## config.mk

```make
export PLATFORM = sky130hd
export DESIGN_NAME = timed_event_scheduler_top
export DESIGN_NICKNAME = d
export VERILOG_FILES = /design/src/hw/rtl/tes_pkg.sv /design/src/hw/rtl/tes_min_scan.sv /design/src/hw/rtl/timed_event_scheduler_top.sv
export SDC_FILE = /design/constraint.sdc
export NUM_CORES = 2
export LEC_CHECK = 0
export BUFFER_PORTS_ARGS = -buffer_cell sky130_fd_sc_hd__buf_2
export CORE_MARGIN = 3
export CORE_UTILIZATION = 41
export CTS_BUF_LIST = sky130_fd_sc_hd__clkbuf_8
export DETAILED_ROUTE_END_ITERATION = 7
export SKIP_LAST_GASP = 1
export SLEW_MARGIN = 20
export SYNTH_ARGS = -nofsm -noshare
export SYNTH_HDL_FRONTEND = slang
export SYNTH_SLANG_ARGS = --single-unit
export TNS_END_PERCENT = 100
```

## constraint.sdc

```tcl
create_clock -name clk -period 24.3 [get_ports clk]
set_input_delay 3.645 -clock clk [delete_from_list [all_inputs] [get_ports clk]]
set_output_delay 3.645 -clock clk [all_outputs]
set_load 0.005 [all_outputs]
```

## src/hw/rtl/tes_pkg.sv

```systemverilog
// shared types and constants for the timed event scheduler
package tes_pkg;

  localparam logic [15:0] SLICE_LEN_DEFAULT = 16'd20000;
  localparam int unsigned MAX_DUE_PER_ADVANCE = 16;

  localparam logic [1:0] REQ_SCHEDULE = 2'd0;
  localparam logic [1:0] REQ_REMOVE   = 2'd1;
  localparam logic [1:0] REQ_ADVANCE  = 2'd2;

  localparam logic [2:0] RES_ACCEPTED = 3'd0;
  localparam logic [2:0] RES_FULL     = 3'd1;
  localparam logic [2:0] RES_REMOVED  = 3'd2;
  localparam logic [2:0] RES_DUE      = 3'd3;
  localparam logic [2:0] RES_SLICE    = 3'd4;

  typedef struct packed {
    logic [1:0]  req_type;
    logic [15:0] remaining_cycles;
    logic [30:0] delay;
    logic [7:0]  event_kind;
    logic [63:0] event_data;
  } tes_in_t;

  typedef struct packed {
    logic [2:0]  result_kind;
    logic [7:0]  due_kind;
    logic [63:0] due_data;
    logic [15:0] lateness;
    logic [4:0]  removed_count;
    logic [15:0] slice_cycles;
    logic        last;
  } tes_out_t;

  typedef enum logic [3:0] {
    ST_IDLE,
    ST_SCAN,
    ST_SCHED_WR,
    ST_REM_READ,
    ST_REMOVE,
    ST_ADV_TIMER,
    ST_ADV_SCAN,
    ST_ADV_CHECK,
    ST_ADV_READ,
    ST_ADV_EMIT,
    ST_ADV_END
  } tes_state_t;

endpackage

```

## src/hw/rtl/tes_min_scan.sv

```systemverilog
// iterative scan over the store: earliest valid entry and first free slot
module tes_min_scan import tes_pkg::*; #(
  parameter int QUEUE_DEPTH = 16
) (
  input  logic                           clk,
  input  logic                           rst_n,
  input  logic                           start,
  input  logic [QUEUE_DEPTH-1:0]         valid,
  input  logic [63:0]                    rd_time,
  input  logic [31:0]                    rd_order,
  output logic [$clog2(QUEUE_DEPTH)-1:0] rd_idx,
  output logic                           done,
  output logic                           found,
  output logic [$clog2(QUEUE_DEPTH)-1:0] best_idx,
  output logic                           free_found,
  output logic [$clog2(QUEUE_DEPTH)-1:0] free_idx
);
  localparam int IW = $clog2(QUEUE_DEPTH);
  localparam logic [IW-1:0] LAST_IDX = IW'(QUEUE_DEPTH - 1);

  logic          busy_r, busy_nxt;
  logic [IW-1:0] idx_r, idx_nxt;
  logic          eval_r, eval_nxt;
  logic [IW-1:0] eidx_r, eidx_nxt;
  logic          found_r, found_nxt;
  logic [IW-1:0] best_r, best_nxt;
  logic [63:0]   btime_r, btime_nxt;
  logic [31:0]   border_r, border_nxt;
  logic          ffound_r, ffound_nxt;
  logic [IW-1:0] fidx_r, fidx_nxt;
  logic          done_r, done_nxt;
  logic          better;

  // read data arrives in the cycle after the address, so compare at eidx_r
  assign rd_idx = idx_r;
  assign better = ($signed(rd_time) < $signed(btime_r)) ||
                  (rd_time == btime_r && rd_order < border_r);

  always_comb begin
    busy_nxt = busy_r;
    idx_nxt = idx_r;
    eval_nxt = 1'b0;
    eidx_nxt = eidx_r;
    found_nxt = found_r;
    best_nxt = best_r;
    btime_nxt = btime_r;
    border_nxt = border_r;
    ffound_nxt = ffound_r;
    fidx_nxt = fidx_r;
    done_nxt = 1'b0;
    if (start) begin
      busy_nxt = 1'b1;
      idx_nxt = '0;
      found_nxt = 1'b0;
      ffound_nxt = 1'b0;
    end else begin
      eval_nxt = busy_r;
      eidx_nxt = idx_r;
      if (busy_r) begin
        if (idx_r == LAST_IDX) begin
          busy_nxt = 1'b0;
        end else begin
          idx_nxt = idx_r + 1'b1;
        end
      end
      if (eval_r) begin
        if (valid[eidx_r]) begin
          if (!found_r || better) begin
            found_nxt = 1'b1;
            best_nxt = eidx_r;
            btime_nxt = rd_time;
            border_nxt = rd_order;
          end
        end else if (!ffound_r) begin
          ffound_nxt = 1'b1;
          fidx_nxt = eidx_r;
        end
        if (eidx_r == LAST_IDX) done_nxt = 1'b1;
      end
    end
  end

  always_ff @(posedge clk) begin
    if (!rst_n) begin
      busy_r <= 1'b0;
      eval_r <= 1'b0;
      done_r <= 1'b0;
      idx_r <= '0;
      found_r <= 1'b0;
      ffound_r <= 1'b0;
    end else begin
      busy_r <= busy_nxt;
      eval_r <= eval_nxt;
      done_r <= done_nxt;
      idx_r <= idx_nxt;
      found_r <= found_nxt;
      ffound_r <= ffound_nxt;
    end
    eidx_r <= eidx_nxt;
    best_r <= best_nxt;
    btime_r <= btime_nxt;
    border_r <= border_nxt;
    fidx_r <= fidx_nxt;
  end

  assign done = done_r;
  assign found = found_r;
  assign best_idx = best_r;
  assign free_found = ffound_r;
  assign free_idx = fidx_r;
endmodule

```

## src/hw/rtl/timed_event_scheduler_top.sv

```systemverilog
// top level of the timed event scheduler
//
//  channel | ports                              | handshake
//  request | in_req (tes_in_t)                  | start & !busy
//  result  | out_res (tes_out_t)                | out_valid, one cycle, no stall
//  config  | cfg_we, cfg_wdata                  | cfg_we
//
// schedule and advance requests share one scan unit that walks the store one entry
// a cycle with a registered read; remove walks the stored kinds on its own, and an
// advance scans the store anew after each due event it emits.
// busy drops in the cycle the final result is shown; results are never held off.
// reset clears the valid bits, timer and order counter and sets the slice length and its maximum to SLICE_LEN_DEFAULT.
module timed_event_scheduler_top import tes_pkg::*; #(
  parameter int QUEUE_DEPTH = 16
) (
  input  logic        clk,
  input  logic        rst_n,
  input  logic        start,
  output logic        busy,
  input  tes_in_t     in_req,
  output logic        out_valid,
  output tes_out_t    out_res,
  input  logic        cfg_we,
  input  logic [15:0] cfg_wdata
);
  localparam int IW = $clog2(QUEUE_DEPTH);
  localparam logic [IW-1:0] LAST_IDX = IW'(QUEUE_DEPTH - 1);
  localparam int CW = $clog2(MAX_DUE_PER_ADVANCE + 1);

  logic [63:0] time_mem [QUEUE_DEPTH];
  logic [31:0] order_mem [QUEUE_DEPTH];
  logic [7:0]  kind_mem [QUEUE_DEPTH];
  logic [63:0] data_mem [QUEUE_DEPTH];

  tes_state_t state_r, state_nxt;
  tes_in_t    req_r;
  logic [QUEUE_DEPTH-1:0] valid_r, valid_nxt;
  logic [63:0] timer_r, timer_nxt;
  logic [15:0] slice_r, slice_nxt;
  logic [31:0] order_r, order_nxt;
  logic [15:0] max_slice_r;
  logic        running_r, running_nxt;
  logic [IW-1:0] ridx_r, ridx_nxt;
  logic [4:0]  rcnt_r, rcnt_nxt;
  logic [CW-1:0] ndue_r, ndue_nxt;
  logic [63:0] now_r, now_nxt;
  logic        out_valid_r, out_valid_nxt;
  tes_out_t    out_r, out_nxt;

  logic        scan_start;
  logic [IW-1:0] scan_idx, best_idx, free_idx;
  logic        scan_done, scan_found, free_found;
  logic [63:0] rd_time_r;
  logic [31:0] rd_order_r;
  logic [IW-1:0] mem_raddr;
  logic [63:0] pop_time_r, pop_data_r;
  logic [7:0]  pop_kind_r;
  logic [7:0]  rm_kind_r;
  logic [IW-1:0] rm_idx_r;
  logic        wr_en;
  logic [IW-1:0] wr_idx;
  logic [63:0] wr_time;

  logic [63:0] diff;
  logic [15:0] cut;

  tes_min_scan #(.QUEUE_DEPTH(QUEUE_DEPTH)) u_scan (
    .clk, .rst_n, .start(scan_start), .valid(valid_r),
    .rd_time(rd_time_r), .rd_order(rd_order_r), .rd_idx(scan_idx),
    .done(scan_done), .found(scan_found), .best_idx(best_idx),
    .free_found(free_found), .free_idx(free_idx)
  );

  // registered read feeds the scan in the cycle after its index
  assign mem_raddr = scan_idx;
  always_ff @(posedge clk) begin
    rd_time_r  <= time_mem[mem_raddr];
    rd_order_r <= order_mem[mem_raddr];
    pop_time_r <= time_mem[best_idx];
    pop_kind_r <= kind_mem[best_idx];
    pop_data_r <= data_mem[best_idx];
    rm_kind_r  <= kind_mem[ridx_r];
    rm_idx_r   <= ridx_r;
    if (wr_en) begin
      time_mem[wr_idx]  <= wr_time;
      order_mem[wr_idx] <= order_r;
      kind_mem[wr_idx]  <= req_r.event_kind;
      data_mem[wr_idx]  <= req_r.event_data;
    end
  end

  assign busy = (state_r != ST_IDLE);
  assign out_valid = out_valid_r;
  assign out_res = out_r;
  assign diff = pop_time_r - timer_r;
  assign cut = req_r.remaining_cycles - req_r.delay[15:0];

  always_comb begin
    state_nxt = state_r;
    valid_nxt = valid_r;
    timer_nxt = timer_r;
    slice_nxt = slice_r;
    order_nxt = order_r;
    running_nxt = running_r;
    ridx_nxt = ridx_r;
    rcnt_nxt = rcnt_r;
    ndue_nxt = ndue_r;
    now_nxt = now_r;
    out_valid_nxt = 1'b0;
    out_nxt = '0;
    scan_start = 1'b0;
    wr_en = 1'b0;
    wr_idx = free_idx;
    wr_time = now_r + {33'd0, req_r.delay};
    case (state_r)
      ST_IDLE: begin
        if (start) begin
          case (in_req.req_type)
            REQ_SCHEDULE: begin
              scan_start = 1'b1;
              state_nxt = ST_SCAN;
            end
            REQ_REMOVE: begin
              ridx_nxt = '0;
              rcnt_nxt = '0;
              state_nxt = ST_REM_READ;
            end
            REQ_ADVANCE: state_nxt = ST_ADV_TIMER;
            default: state_nxt = ST_IDLE;
          endcase
        end
      end
      ST_SCAN: begin
        if (running_r)
          now_nxt = timer_r + {48'd0, slice_r} - {48'd0, req_r.remaining_cycles};
        else
          now_nxt = timer_r;
        if (scan_done) state_nxt = ST_SCHED_WR;
      end
      ST_SCHED_WR: begin
        out_valid_nxt = 1'b1;
        out_nxt.last = 1'b1;
        out_nxt.slice_cycles = req_r.remaining_cycles;
        if (!free_found) begin
          out_nxt.result_kind = RES_FULL;
        end else begin
          out_nxt.result_kind = RES_ACCEPTED;
          wr_en = 1'b1;
          valid_nxt[free_idx] = 1'b1;
          order_nxt = order_r + 32'd1;
          if (running_r && ({15'd0, req_r.remaining_cycles} > req_r.delay)) begin
            slice_nxt = (cut >= slice_r) ? 16'd0 : slice_r - cut;
            out_nxt.slice_cycles = req_r.delay[15:0];
          end
        end
        state_nxt = ST_IDLE;
      end
      // first kind read is in flight
      ST_REM_READ: begin
        ridx_nxt = ridx_r + 1'b1;
        state_nxt = ST_REMOVE;
      end
      ST_REMOVE: begin
        if (valid_r[rm_idx_r] && rm_kind_r == req_r.event_kind) begin
          valid_nxt[rm_idx_r] = 1'b0;
          if (rcnt_r != 5'h1F) rcnt_nxt = rcnt_r + 5'd1;
        end
        if (rm_idx_r == LAST_IDX) begin
          out_valid_nxt = 1'b1;
          out_nxt.result_kind = RES_REMOVED;
          out_nxt.removed_count = rcnt_nxt;
          out_nxt.slice_cycles = req_r.remaining_cycles;
          out_nxt.last = 1'b1;
          state_nxt = ST_IDLE;
        end else if (ridx_r != LAST_IDX) begin
          ridx_nxt = ridx_r + 1'b1;
        end
      end
      ST_ADV_TIMER: begin
        timer_nxt = timer_r + {48'd0, slice_r} - {48'd0, req_r.remaining_cycles};
        slice_nxt = max_slice_r;
        running_nxt = 1'b1;
        ndue_nxt = '0;
        scan_start = 1'b1;
        state_nxt = ST_ADV_SCAN;
      end
      ST_ADV_SCAN: begin
        if (scan_done) state_nxt = ST_ADV_READ;
      end
      ST_ADV_READ: state_nxt = ST_ADV_CHECK;
      ST_ADV_CHECK: begin
        if (scan_found && $signed(pop_time_r) <= $signed(timer_r) &&
            ndue_r != CW'(MAX_DUE_PER_ADVANCE)) begin
          state_nxt = ST_ADV_EMIT;
        end else begin
          state_nxt = ST_ADV_END;
        end
      end
      ST_ADV_EMIT: begin
        out_valid_nxt = 1'b1;
        out_nxt.result_kind = RES_DUE;
        out_nxt.due_kind = pop_kind_r;
        out_nxt.due_data = pop_data_r;
        out_nxt.lateness = (timer_r - pop_time_r > 64'hFFFF) ? 16'hFFFF :
                           16'(timer_r - pop_time_r);
        valid_nxt[best_idx] = 1'b0;
        ndue_nxt = ndue_r + 1'b1;
        scan_start = 1'b1;
        state_nxt = ST_ADV_SCAN;
      end
      ST_ADV_END: begin
        out_valid_nxt = 1'b1;
        out_nxt.result_kind = RES_SLICE;
        out_nxt.last = 1'b1;
        out_nxt.slice_cycles = slice_r;
        if (scan_found) begin
          if ($signed(pop_time_r) <= $signed(timer_r)) begin
            slice_nxt = 16'd0;
            out_nxt.slice_cycles = 16'd0;
          end else if (diff < {48'd0, max_slice_r}) begin
            slice_nxt = diff[15:0];
            out_nxt.slice_cycles = diff[15:0];
          end
        end
        state_nxt = ST_IDLE;
      end
      default: state_nxt = ST_IDLE;
    endcase
  end

  always_ff @(posedge clk) begin
    if (!rst_n) begin
      state_r <= ST_IDLE;
      valid_r <= '0;
      timer_r <= '0;
      slice_r <= SLICE_LEN_DEFAULT;
      order_r <= '0;
      max_slice_r <= SLICE_LEN_DEFAULT;
      running_r <= 1'b0;
      out_valid_r <= 1'b0;
    end else begin
      state_r <= state_nxt;
      valid_r <= valid_nxt;
      timer_r <= timer_nxt;
      slice_r <= slice_nxt;
      order_r <= order_nxt;
      running_r <= running_nxt;
      out_valid_r <= out_valid_nxt;
      if (cfg_we) max_slice_r <= cfg_wdata;
    end
    if (start && state_r == ST_IDLE) req_r <= in_req;
    ridx_r <= ridx_nxt;
    rcnt_r <= rcnt_nxt;
    ndue_r <= ndue_nxt;
    now_r <= now_nxt;
    out_r <= out_nxt;
  end
endmodule

```

==> flow_metrics.env <==
export IMPL_status="finished clean"
export IMPL_io_buffers=255
export IMPL_place_ws_ns=17.50
export IMPL_setup_worst_path_start="timer_r[8]"
export IMPL_grt_max_degree=139
export IMPL_slew_headroom_pct=21.35
export IMPL_fp_dieH_um=618.8
export IMPL_grt_pass1_vias=92030
export IMPL_power_density_nw_per_um2=87.52
export IMPL_routed_via_density=5.896
export IMPL_hold_viol=0
export IMPL_timing_fmax_ghz=0.1471
export IMPL_hold_start="pop_data_r[41]"
export IMPL_routed_wl_mm=440.5
export IMPL_p_leak_uw=0.05897
export IMPL_start_kind="flip-flop"
export IMPL_gr_usage_all_layers_pct=22.72
export IMPL_cp_max_fo=18
export IMPL_antenna_found_initial=30
export IMPL_ctsHoldBuffers=0
export IMPL_r2r_start="timer_r[8]"
export IMPL_initial_utilization_pct=41.27
export IMPL_synth_cell_types=95
export IMPL_ant_nets=0
export IMPL_drv_cap=0
export IMPL_rsz0062_at_grt="no"
export IMPL_areaGrowthSynthToFinish_pct=12.32
export IMPL_dr_pass1_iters=6
export IMPL_max_slew_worst_pin_slew_ns=1.167
export IMPL_final_nets=10150
export IMPL_arrival_ns=7.83
export IMPL_cts_root_buf="clkbuf_8"
export IMPL_synth_nets=9577
export IMPL_critPathRequiredTime_ns=25.33
export IMPL_numCtsBuffers=584
export IMPL_yosysSeqAreaShare_pct=65.09
export IMPL_postCtsSetupRepairBufs=0
export IMPL_ios=256
export IMPL_synth_seq_cells=3509
export IMPL_setup_viol=0
export IMPL_setup_tns_ns=0
export IMPL_synth_ff_type="edfxtp_1"
export IMPL_drcViolationCount=0
export IMPL_dp_hpwl_mm=266.9
export IMPL_gp_congestion=0.9905
export IMPL_vdd_drop_max_uv=63.94
export IMPL_clock_latency_ns=1.17
export IMPL_layout_drive_gt1_share_pct=25.10
export IMPL_via_count=88880
export IMPL_grt_pass1_wl_mm=640.2
export IMPL_syn_area_per_cell_um2=17.02
export IMPL_cts_resized=0
export IMPL_cts_tree="built"
export IMPL_synthArstFlopShare_pct=0
export IMPL_overflow=0
export IMPL_critPathCaptureType="flip-flop"
export IMPL_cts_htree_levels=6
export IMPL_fin_crit_ns=6.799
export IMPL_netlist_area_um2=153900
export IMPL_fin_skew_ns=0.09095
export IMPL_synth_warnings=0
export IMPL_die_width_um=618.8
export IMPL_wl_per_cell_um=29.22
export IMPL_power_uw=15130
export IMPL_layout_setup_ws_ns=17.50
export IMPL_synth_edf_count=2993
export IMPL_synthCells=9045
export IMPL_slew_viol_final=0
export IMPL_finalInstanceArea_um2=172900
export IMPL_drtIter0Drc=9583
export IMPL_cts_sinks=3509
export IMPL_min_delay_path_class="flip-flop to flip-flop"
export IMPL_die_area_um2=382900
export IMPL_fin_crit_sh_pct=27.98
export IMPL_num_rows=224
export IMPL_core_um2=373000
export IMPL_cts_buffer_depth=4
export IMPL_cts_clk_slew_worst_paths_ns=0.06
export IMPL_critical_path_class="flip-flop to flip-flop"
export IMPL_place_area_um2=161500
-- cells in the final DEF (no fill, tap or decap), drive strengths merged, types with 22 or more instances in the layout --
cell type | synthesis | layout
o211ai | 39 | 39
nor4 | 33 | 33
and3 | 49 | 49
nor2b | 35 | 35
nor2 | 298 | 298
clkinv | 0 | 132
o22ai | 24 | 24
o21a | 53 | 53
nand2 | 461 | 461
xnor2 | 150 | 150
ha | 370 | 370
mux4 | 1210 | 1210
or3 | 32 | 32
mux2i | 25 | 25
and2 | 103 | 103
a21o | 139 | 139
buf | 144 | 438
nand2b | 29 | 29
edfxtp | 2993 | 2993
a21oi | 456 | 456
nand4 | 118 | 118
a221oi | 22 | 22
clkbuf | 310 | 639
o21ai | 264 | 264
nand3 | 114 | 114
a211oi | 34 | 34
inv | 404 | 680
xor2 | 106 | 106
o21bai | 52 | 52
nor3 | 109 | 109
dfxtp | 516 | 516
a31oi | 35 | 35
-- registers in the layout, indices dropped and copies added, names as in the netlist, 113 cells and up --
register   flops
kind_mem     128
order_mem    512
time_mem    1024
req_r        119
data_mem    1024
out_res      113
-- power breakdown --
part	switching (uW)	leakage [uW]	internal (uW)
logic	1730	0.0210	967
registers	271	0.0314	7160
clock network	2420	0.00661	2580
total	4420	0.0590	10700
-- final timing paths --
path	end	cells after the start	slack [ns]
hold / removal	out_res[79]	1	0.42
hold reg to reg	out_res[79]	1	0.42
setup / recovery	out_res[14]	22	17.50
setup reg to reg	out_res[14]	22	17.50
-- critical path, stage by stage, from the launching register on --
cell	delay [ns]
dfxtp_1	0.37
inv_1	0.11
ha_1	0.48
and4_1	0.33
o21ai_0	0.11
a21o_1	0.22
o21ai_0	0.89
nor2_1	0.11
xor2_1	0.34
inv_1	0.09
ha_1	0.32
nand4_1	0.14
a2111oi_0	0.10
o31ai_1	0.13
o2111ai_1	0.18
a21oi_1	0.16
o211ai_1	0.15
nor4b_1	0.33
nand4_1	0.14
or4_4	0.55
or3_1	0.69
and2_4	0.37
a221o_1	0.36
-- Yosys cell counts (12+ instances only) --
| cell type | number | area, um^2 |
|---|---|---|
| a211o_1 | 12 | 105.1 |
| a211oi_1 | 32 | 240.2 |
| a21boi_0 | 18 | 135.1 |
| a21o_1 | 139 | 1044 |
| a21oi_1 | 455 | 2277 |
| a221oi_1 | 21 | 183.9 |
| a22oi_1 | 13 | 97.59 |
| a31oi_1 | 35 | 219.0 |
| and2_1 | 102 | 638.1 |
| and3_1 | 49 | 306.5 |
| and4_1 | 21 | 183.9 |
| buf_1 | 113 | 424.2 |
| buf_2 | 25 | 125.1 |
| clkbuf_1 | 310 | 1164 |
| dfxtp_1 | 516 | 10330 |
| edfxtp_1 | 2993 | 89880 |
| fa_1 | 21 | 420.4 |
| ha_1 | 370 | 4629 |
| inv_1 | 404 | 1516 |
| mux2i_1 | 25 | 250.2 |
| mux4_2 | 1210 | 27250 |
| nand2_1 | 461 | 1730 |
| nand2b_1 | 29 | 181.4 |
| nand3_1 | 114 | 570.6 |
| nand4_1 | 118 | 738.2 |
| nor2_1 | 298 | 1119 |
| nor2b_1 | 35 | 219.0 |
| nor3_1 | 108 | 540.5 |
| nor4_1 | 32 | 200.2 |
| o2111ai_1 | 13 | 113.9 |
| o211ai_1 | 39 | 292.8 |
| o21a_1 | 53 | 397.9 |
| o21ai_0 | 259 | 1296 |
| o21bai_1 | 51 | 382.9 |
| o22ai_1 | 24 | 150.1 |
| o31ai_1 | 20 | 150.1 |
| or2_2 | 13 | 81.33 |
| or3_1 | 32 | 200.2 |
| or4_1 | 13 | 97.59 |
| xnor2_1 | 150 | 1314 |
| xor2_1 | 106 | 928.4 |
-- metal layers --
layer  track usage (%)  up-vias  part of all wire, %
met5                 0        -                0.024
met4             7.904       16                  3.6
met3             3.920      888                  7.2
met2             36.90     3841                   48
met1             30.99    46520                   41
li1                  -    37620                    -
-- layout make-up --
cell class | instances | area (um^2)
Fill cell | 31830 | 200100
Sequential cell | 3509 | 100200
Multi-Input combinational cell | 4678 | 50950
Clock buffer | 639 | 8795
Tap cell | 4972 | 6221
Timing Repair Buffer | 438 | 2835
Clock inverter | 431 | 2357
Inverter | 404 | 1521
Antenna cell | 5 | 12.51
-- cell families (layout without fill, tap and decap cells) --
family	after synthesis	count (layout)	synth area share, %
AO/OA/AOI/OAI	1328	1328	5.495
XOR/XNOR	256	256	1.456
adder cells (fa/ha/maj)	391	391	3.280
buffers and inverters	858	1912	2.134
flip-flops	3509	3509	65.09
multiplexers	1241	1241	17.91
other	0	5	0
AND/OR/NAND/NOR	1462	1462	4.634
-- metrics by stage --
| step | util [%] | instances | hold slack [ns] |
|---|---|---|---|
| 2_1_floorplan | - | 9045 | 0.3462 |
| 4_1_cts | 46.27 | 15070 | 0.4204 |
| 3_5_place_dp | 43.28 | 14000 | 0.4127 |
| 5_1_grt | 46.35 | 15070 | 0.4258 |
| 3_3_place_gp | 43.25 | 14000 | 0.4102 |
| 6_report | 46.35 | 15080 | 0.4179 |
Note: power is estimated with default switching activity, not from simulation.
